==> config.mk <==
export PLATFORM = sky130hd
export DESIGN_NAME = deque_with_erase_first_match_top_flat
export DESIGN_NICKNAME = d
export VERILOG_FILES = /design/src/deq_pkg.sv /design/src/deq_if.sv /design/src/deq_cell.sv /design/src/deq_rbuf.sv /design/src/deque_with_erase_first_match_top.sv /design/src/flat_wrapper.sv
export SDC_FILE = /design/constraint.sdc
export NUM_CORES = 2
export LEC_CHECK = 0
export BUFFER_PORTS_ARGS = -buffer_cell sky130_fd_sc_hd__buf_4
export CORE_MARGIN = 2
export CORE_UTILIZATION = 35
export DETAILED_ROUTE_END_ITERATION = 6
export GPL_TIMING_DRIVEN = 0
export PLACE_DENSITY = 0.55
export SYNTH_ARGS = -nofsm -noshare
export SYNTH_HDL_FRONTEND = slang
export SYNTH_SLANG_ARGS = --single-unit
==> constraint.sdc <==
create_clock -name clk -period 7.2 [get_ports clk]
set_input_delay 0 -clock clk [delete_from_list [all_inputs] [get_ports clk]]
set_output_delay 0 -clock clk [all_outputs]
set_load 0.05 [all_outputs]
==> src/deq_pkg.sv <==
// ----------------------------------------------------------------------------
// deq_pkg
// Shared types and constants for the double-ended queue with erase.
// ----------------------------------------------------------------------------
package deq_pkg;

  localparam int DEPTH_DEF = 16;
  localparam int DATA_W    = 32;
  localparam int OP_W      = 3;
  localparam int RSP_CNT_W = 5;

  typedef enum logic [OP_W-1:0] {
    OP_PUSH_FRONT = 3'd0,
    OP_PUSH_BACK  = 3'd1,
    OP_POP_FRONT  = 3'd2,
    OP_POP_BACK   = 3'd3,
    OP_ERASE      = 3'd4,
    OP_CLEAR      = 3'd5
  } op_t;

  // Per-cycle command broadcast to every cell of the row.
  typedef struct packed {
    logic              shr;        // push front: take left neighbor
    logic              shl;        // pop front: take right neighbor
    logic              erase;      // erase search active
    logic              append;     // tail cell loads value
    logic [DATA_W-1:0] value;
  } cell_ctl_t;

  typedef struct packed {
    logic                 ok;
    logic [RSP_CNT_W-1:0] count;
    logic                 empty_res;
  } rsp_t;

endpackage

==> src/deq_if.sv <==
// ----------------------------------------------------------------------------
// deq_if
// Request and response channels: valid/ready handshake with payload.
// ----------------------------------------------------------------------------
interface deq_req_if;
  logic               valid;
  logic               ready;
  logic [2:0]         operation;
  logic signed [31:0] value;

  modport source (output valid, output operation, output value, input ready);
  modport sink   (input valid, input operation, input value, output ready);
endinterface

interface deq_rsp_if;
  logic       valid;
  logic       ready;
  logic       ok;
  logic [4:0] count;
  logic       empty_res;

  modport source (output valid, output ok, output count, output empty_res, input ready);
  modport sink   (input valid, input ok, input count, input empty_res, output ready);
endinterface

==> src/deq_cell.sv <==
// ----------------------------------------------------------------------------
// deq_cell
// One storage cell of the queue row: holds one entry, shifts left or right
// with its neighbors, and takes part in the first-match erase chain.
// ----------------------------------------------------------------------------
module deq_cell
  import deq_pkg::*;
#(
  parameter int DEPTH = DEPTH_DEF,
  parameter int IDX   = 0,
  parameter int CW    = $clog2(DEPTH + 1)
) (
  input  logic              clk,
  input  cell_ctl_t         ctl,
  input  logic [CW-1:0]     count,
  input  logic [DATA_W-1:0] left,
  input  logic [DATA_W-1:0] right,
  input  logic              hit_in,
  output logic              hit_out,
  output logic [DATA_W-1:0] data
);

  localparam logic [CW-1:0] IDX_C = CW'(IDX);

  logic              live;
  logic              is_hit;
  logic [DATA_W-1:0] data_next;

  assign live    = IDX_C < count;
  assign is_hit  = ctl.erase & live & (data == ctl.value);
  // Once a match is seen at or ahead of this cell, this cell closes the gap.
  assign hit_out = hit_in | is_hit;

  always_comb begin
    priority if (ctl.shr) begin
      data_next = left;
    end else if (ctl.shl) begin
      data_next = right;
    end else if (ctl.erase && hit_out) begin
      data_next = right;
    end else if (ctl.append && (count == IDX_C)) begin
      data_next = ctl.value;
    end else begin
      data_next = data;
    end
  end

  always_ff @(posedge clk) begin
    data <= data_next;
  end

endmodule

==> src/deq_rbuf.sv <==
// ----------------------------------------------------------------------------
// deq_rbuf
// Two-entry response buffer; decouples the cell row from output stalls.
// ----------------------------------------------------------------------------
module deq_rbuf
  import deq_pkg::*;
(
  input  logic clk,
  input  logic rst,
  input  logic in_valid,
  output logic in_ready,
  input  rsp_t in_data,
  output logic out_valid,
  input  logic out_ready,
  output rsp_t out_data
);

  logic v0, v1, v0_next, v1_next;
  rsp_t d0, d1, d0_next, d1_next;
  logic push, pop;

  assign in_ready  = !v1;
  assign out_valid = v0;
  assign out_data  = d0;
  assign push      = in_valid & in_ready;
  assign pop       = v0 & out_ready;

  always_comb begin
    v0_next = v0;
    v1_next = v1;
    d0_next = d0;
    d1_next = d1;
    unique case ({push, pop})
      2'b10: begin
        if (!v0) begin
          d0_next = in_data;
          v0_next = 1'b1;
        end else begin
          d1_next = in_data;
          v1_next = 1'b1;
        end
      end
      2'b01: begin
        d0_next = d1;
        v0_next = v1;
        v1_next = 1'b0;
      end
      2'b11: begin
        if (v1) begin
          d0_next = d1;
          d1_next = in_data;
        end else begin
          d0_next = in_data;
        end
      end
      default: begin
      end
    endcase
  end

  always_ff @(posedge clk) begin
    if (rst) begin
      v0 <= 1'b0;
      v1 <= 1'b0;
    end else begin
      v0 <= v0_next;
      v1 <= v1_next;
    end
  end

  always_ff @(posedge clk) begin
    d0 <= d0_next;
    d1 <= d1_next;
  end

endmodule

==> src/deque_with_erase_first_match_top.sv <==
// ----------------------------------------------------------------------------
// deque_with_erase_first_match_top
// Bounded double-ended queue of 32-bit values with erase of first match.
// ----------------------------------------------------------------------------
// The queue is a row of DEPTH cells, front at cell 0, that shift together.
// One request is taken per clock while the response buffer has room; every
// operation, erase included, completes in the cycle it is accepted, and its
// response (ok, count, empty_res) is offered on the response channel once
// the responses ahead of it in the buffer have gone. The cell row shifts as
// a whole, and during an erase the first-match hit chain runs from cell 0 to
// the last cell. A two-entry response buffer keeps requests flowing while a
// response waits; requests stall only when both buffer slots are full. count
// is the entry count truncated to five bits. Entry contents are not reset;
// only positions below the count are ever read.
// ----------------------------------------------------------------------------
module deque_with_erase_first_match_top
  import deq_pkg::*;
#(
  parameter int DEPTH = DEPTH_DEF
) (
  input  logic      clk,
  input  logic      rst,
  deq_req_if.sink   req,
  deq_rsp_if.source rsp
);

  localparam int CW = $clog2(DEPTH + 1);
  localparam logic [CW-1:0] FULL_C = CW'(DEPTH);
  localparam logic [CW-1:0] ONE_C  = CW'(1);

  // entry count register
  logic [CW-1:0] count, count_next;

  logic       accept;
  logic       full, empty;
  logic       ok;
  logic       buf_ready;
  cell_ctl_t  ctl;
  rsp_t       rsp_in, rsp_out;

  // cell row wiring; hit[i] is "a match exists ahead of cell i"
  logic [DATA_W-1:0] cdata [DEPTH];
  logic [DEPTH:0]    hit;

  assign req.ready = buf_ready;
  assign accept    = req.valid & buf_ready;
  assign full      = count == FULL_C;
  assign empty     = count == '0;
  assign hit[0]    = 1'b0;

  // Decode the request: success flag and new count.
  always_comb begin
    ok         = 1'b0;
    count_next = count;
    unique case (req.operation)
      OP_PUSH_FRONT, OP_PUSH_BACK: begin
        ok = !full;
        if (!full) count_next = count + ONE_C;
      end
      OP_POP_FRONT, OP_POP_BACK: begin
        ok = !empty;
        if (!empty) count_next = count - ONE_C;
      end
      OP_ERASE: begin
        ok = hit[DEPTH];
        if (hit[DEPTH]) count_next = count - ONE_C;
      end
      OP_CLEAR: begin
        ok         = !empty;
        count_next = '0;
      end
      default: begin
        // undefined codes: no change, ok low
      end
    endcase
  end

  // Command to the cell row, only on an accepted request; pushes and pop front only when they can succeed.
  always_comb begin
    ctl.value  = DATA_W'(req.value);
    ctl.shr    = accept && (req.operation == OP_PUSH_FRONT) && !full;
    ctl.append = accept && (req.operation == OP_PUSH_BACK) && !full;
    ctl.shl    = accept && (req.operation == OP_POP_FRONT) && !empty;
    ctl.erase  = accept && (req.operation == OP_ERASE);
  end

  genvar gi;
  generate
    for (gi = 0; gi < DEPTH; gi++) begin : g_cell
      logic [DATA_W-1:0] left_d, right_d;
      if (gi == 0) begin : g_first
        assign left_d = ctl.value;
      end else begin : g_mid
        assign left_d = cdata[gi-1];
      end
      if (gi == DEPTH - 1) begin : g_last
        assign right_d = cdata[gi];
      end else begin : g_inner
        assign right_d = cdata[gi+1];
      end

      deq_cell #(
        .DEPTH (DEPTH),
        .IDX   (gi),
        .CW    (CW)
      ) u_cell (
        .clk     (clk),
        .ctl     (ctl),
        .count   (count),
        .left    (left_d),
        .right   (right_d),
        .hit_in  (hit[gi]),
        .hit_out (hit[gi+1]),
        .data    (cdata[gi])
      );
    end
  endgenerate

  always_ff @(posedge clk) begin
    if (rst) begin
      count <= '0;
    end else if (accept) begin
      count <= count_next;
    end
  end

  // Response for this request, queued for the output side.
  assign rsp_in.ok        = ok;
  assign rsp_in.count     = RSP_CNT_W'(count_next);
  assign rsp_in.empty_res = count_next == '0;

  deq_rbuf u_rbuf (
    .clk       (clk),
    .rst       (rst),
    .in_valid  (accept),
    .in_ready  (buf_ready),
    .in_data   (rsp_in),
    .out_valid (rsp.valid),
    .out_ready (rsp.ready),
    .out_data  (rsp_out)
  );

  assign rsp.ok        = rsp_out.ok;
  assign rsp.count     = rsp_out.count;
  assign rsp.empty_res = rsp_out.empty_res;

endmodule

==> src/flat_wrapper.sv <==
// flat-port wrapper written by rule: the top's interface ports become plain ports
module deque_with_erase_first_match_top_flat import deq_pkg::*;
#(
  parameter int DEPTH = DEPTH_DEF
)
  (clk, rst, req_valid, req_operation, req_value, req_ready, rsp_valid, rsp_ok, rsp_count, rsp_empty_res, rsp_ready);
  deq_req_if req_i ();
  deq_rsp_if rsp_i ();
  input  logic clk;
  input  logic rst;
  input wire logic [$bits(req_i.valid)-1:0] req_valid;
  input wire logic [$bits(req_i.operation)-1:0] req_operation;
  input wire logic [$bits(req_i.value)-1:0] req_value;
  output wire logic [$bits(req_i.ready)-1:0] req_ready;
  output wire logic [$bits(rsp_i.valid)-1:0] rsp_valid;
  output wire logic [$bits(rsp_i.ok)-1:0] rsp_ok;
  output wire logic [$bits(rsp_i.count)-1:0] rsp_count;
  output wire logic [$bits(rsp_i.empty_res)-1:0] rsp_empty_res;
  input wire logic [$bits(rsp_i.ready)-1:0] rsp_ready;
  assign req_i.valid = req_valid;
  assign req_i.operation = req_operation;
  assign req_i.value = req_value;
  assign req_ready = req_i.ready;
  assign rsp_valid = rsp_i.valid;
  assign rsp_ok = rsp_i.ok;
  assign rsp_count = rsp_i.count;
  assign rsp_empty_res = rsp_i.empty_res;
  assign rsp_i.ready = rsp_ready;
  deque_with_erase_first_match_top #(.DEPTH(DEPTH)) u_core (.clk(clk), .rst(rst), .req(req_i), .rsp(rsp_i));
endmodule
==> flow_summary.toml <==
[power_and_ir_drop]
power_frac_seq_pct = 43.2
p_per_area_nw_per_um2 = 223.5
netSwitchingFraction_pct = 30.48
peakVddDrop_v = 0.0001819
p_leak_nw = 13.83
pwr-share-clk_pct = 40.6
comb_power_share_pct = 16.1
intPower_mw = 6.095
p_sw_mw = 2.673

[critical_path]
cpMaxStageDelayCell = "clkbuf_1"
critPathLaunchType = "register"
crit_end = "u_core.g_cell[7].u_cell.data[19]"
critPathMostFrequentCell = "clkbuf_1"
worst-endpoint-arrival_ns = 7.23
r2r-end = "u_core.g_cell[7].u_cell.data[19]"
crit_type = "reg -> reg"
worstPathCellList = "clkbuf_1, inv_1, ha_1, nor4bb_1, nor2_1, nand2_1, nor3_2, clkbuf_1, clkbuf_1, clkbuf_1, a21oi_1, nand2_2"
cpPeakStageDelay_ns = 0.97
endpoint_kind = "register"
worstReg2RegStart = "u_core.count[0]"
crit_required_ns = 7.46
cp_max_fo = 32
ff2ff_path_depth = 12
critPathLaunch = "u_core.count[0]"
reg2reg_slack_ns = 0.24

[logic_synthesis]
yosysSeqAreaShare_pct = 45.59
synth_top_family_by_area = "simple AND/OR/NAND/NOR gates"
synth-simple-area-share_pct = 14.73
synth_seq_cells = 533
synth_edf_count = 526
synth_ff_type = "edfxtp_1"
async_reset_ff_share_pct = 0
syn_nets = 3506
synth_top_cells_by_area = "edfxtp_1 (45%), mux2i_1 (13%), xnor2_1 (8.5%)"
synth.cell_area_um2 = 34950
synth_compound_area_share_pct = 8.287
syn_avg_cell_area_um2 = 10.11
yosysMostFrequentCell = "nand2_1"
synth_common_cells = "nand2_1 (621), edfxtp_1 (526), mux2i_1 (449)"
synth_cell_types = 79
muxShareOfSynthArea_pct = 13.95
synth_top_area_share_pct = 45.19
synthXorXnorAreaFrac_pct = 12.93
synthAdderAreaFrac_pct = 0.2864
yosysWarnings = 0
synthCells = 3459
synthDominantAreaCellType = "edfxtp_1"

[cells_and_area]
nNetsFinal = 3609
layout-drive-gt1-share_pct = 9.546
area_growth_pct = 12.25
multi_input_area_um2 = 17640
final_util_pct = 39.75
regArea_um2 = 15940
fill_cells = 10010

[global_routing]
grt_max_degree = 33
grt-ovfl-total = 0
antenna_found_initial = 2
track_usage_pct = 33.38
grt_pass1_vias = 28570
grt_pass1_wl_mm = 235.6

[detailed_routing]
drtIter0Drc = 5111
first_pass_iters = 6
vias = 30650
via_per_inst = 6.252
routedWlPerCell_um = 35.87
wl_mm = 175.9
postRouteAntennaNets = 0
drc = 0

[worst_hold_path]
min_path_type = "in -> reg"

[cts]
cts_setup_buffers = 0
ctsRootBufferMaster = "clkbuf_16"
htreeDepth = 3
worstSkewPairLatency_ns = 0.66
clk_pin_slew_ns = 0.06
cts_sinks = 533
cts_made_buffers = 69
cts_tree = "yes"
cts.path.max_buffers = 3

[die]
die_h_um = 320.0
fp.dieW_um = 320.0
row_count = 115
start_util_pct = 35.41
die-area_um2 = 102400
core_um2 = 98710
pin_count = 48

[run_status]
status = "complete, but fails checks"
violations = "max-capacitance violations, max-slew violations"

[placed_design]
post-dp-hpwl_mm = 132.7
place.gp.congestion = 1.006
io_buffers = 14

[sta]
rsz0062_at_grt = "no"
max_freq_mhz = 143.6
finalSetupViolCount = 0
worst_hold_slack_ns = 0.1591
tightest_slew_ns = 1.648
min_period_ns = 6.961
slew_violations = 88
fin_crit_sh_pct = 96.69
finalHoldViolations = 0
skew_ns = 0.04287
slew_headroom_pct = -9.861

[job]
drv_cap = 8
## worst min-delay path by stage
stage / start / to / cells past startpoint
after detailed placement: rst / u_core.u_rbuf.v1 / 2
after CTS: req_operation[2] / u_core.count[2] / 5
after global routing: req_operation[2] / u_core.count[2] / 5
final: req_operation[2] / u_core.count[2] / 5
after global placement: rst / u_core.u_rbuf.v1 / 2
after floorplan: rst / u_core.count[0] / 1
## stage by stage
| stage | power, mW | instances | setup WS (ns) | instance area [um2] | setup TNS (ns) |
|---|---|---|---|---|---|
| after floorplan | 4.594 | 3459 | 0.5756 | 34950 | 0 |
| after global placement | 5.175 | 4760 | -2.938 | 36670 | -171.99 |
| after detailed placement | 5.191 | 4772 | 0.06289 | 36940 | 0 |
| after CTS | 8.686 | 4899 | 0.05396 | 39190 | 0 |
| after global routing | 8.907 | 4901 | 0.2918 | 39230 | 0 |
| final | 8.768 | 4903 | 0.2386 | 39230 | 0 |
## kinds of logic after synthesis
group	after synthesis
buf+inv	318
flops	533
compound gates	537
mux	483
simple gates	1064
xor+xnor	516
fa+ha+maj	8
## what timing repair did
item,CTS,global route
gates resized for setup,0,0
hold endpoints to repair,11,0
hold buffers,4,0
setup endpoints to repair,0,0
## state kept, by name, summed over array words and instances, names as in the netlist
signal and flops:
u_core.count 5, u_core.u_rbuf.v1 1, u_core.g_cell.u_cell.data 512, u_core.u_rbuf.out_valid 1, u_core.u_rbuf.d1 7, u_core.u_rbuf.out_data 7
## layer usage
metal	vias up	global-route usage (%)	share of wire, %
met5	-	0	0
met4	0	19.29	6.9
met3	429	9.258	13
met2	2402	45.83	40
met1	15120	46.61	41
li1	12710	-	-
## cells in the final DEF (no fill, tap or decap), drive strengths merged, types with 12 or more instances in the layout
master | Yosys | layout
xnor2 | 338 | 338
mux2 | 34 | 34
inv | 15 | 18
nor2 | 51 | 51
nor4b | 18 | 18
nand4 | 133 | 133
nand3 | 41 | 41
xor2 | 178 | 178
nor3 | 22 | 22
or4 | 12 | 12
nand2b | 12 | 12
edfxtp | 526 | 526
clkinv | 0 | 23
nand2 | 622 | 622
clkbuf | 156 | 242
nor4 | 86 | 86
a21oi | 23 | 23
mux2i | 449 | 449
buf | 147 | 174
o21ai | 462 | 462
## power groups by stage
stage	Combinational (mW)	Clock, mW	Sequential [mW]
2_1_floorplan	0.808	0	3.79
3_3_place_gp	1.32	0	3.85
3_5_place_dp	1.35	0	3.84
4_1_cts	1.35	3.55	3.78
5_1_grt	1.46	3.66	3.79
6_report	1.41	3.56	3.79
## critical path: cells and delay by family, from the launching register on
kind,cells,cell delay (ns)
flops,1,0.62
buf+inv,5,3.17
simple gates,5,2.02
fa+ha+maj,1,0.36
compound gates,1,0.36
## cell type report
class	count	share of cell area (%)
clock buffer	85	4.554
timing repair buffer	32	0.8993
multi-input combinational	2608	44.95
clock inverter	38	1.065
sequential	533	40.62
tap	1287	4.104
antenna	2	0.01276
inverter	15	0.1435
buffer	303	3.655
Power figures use the tool's default switching activity.
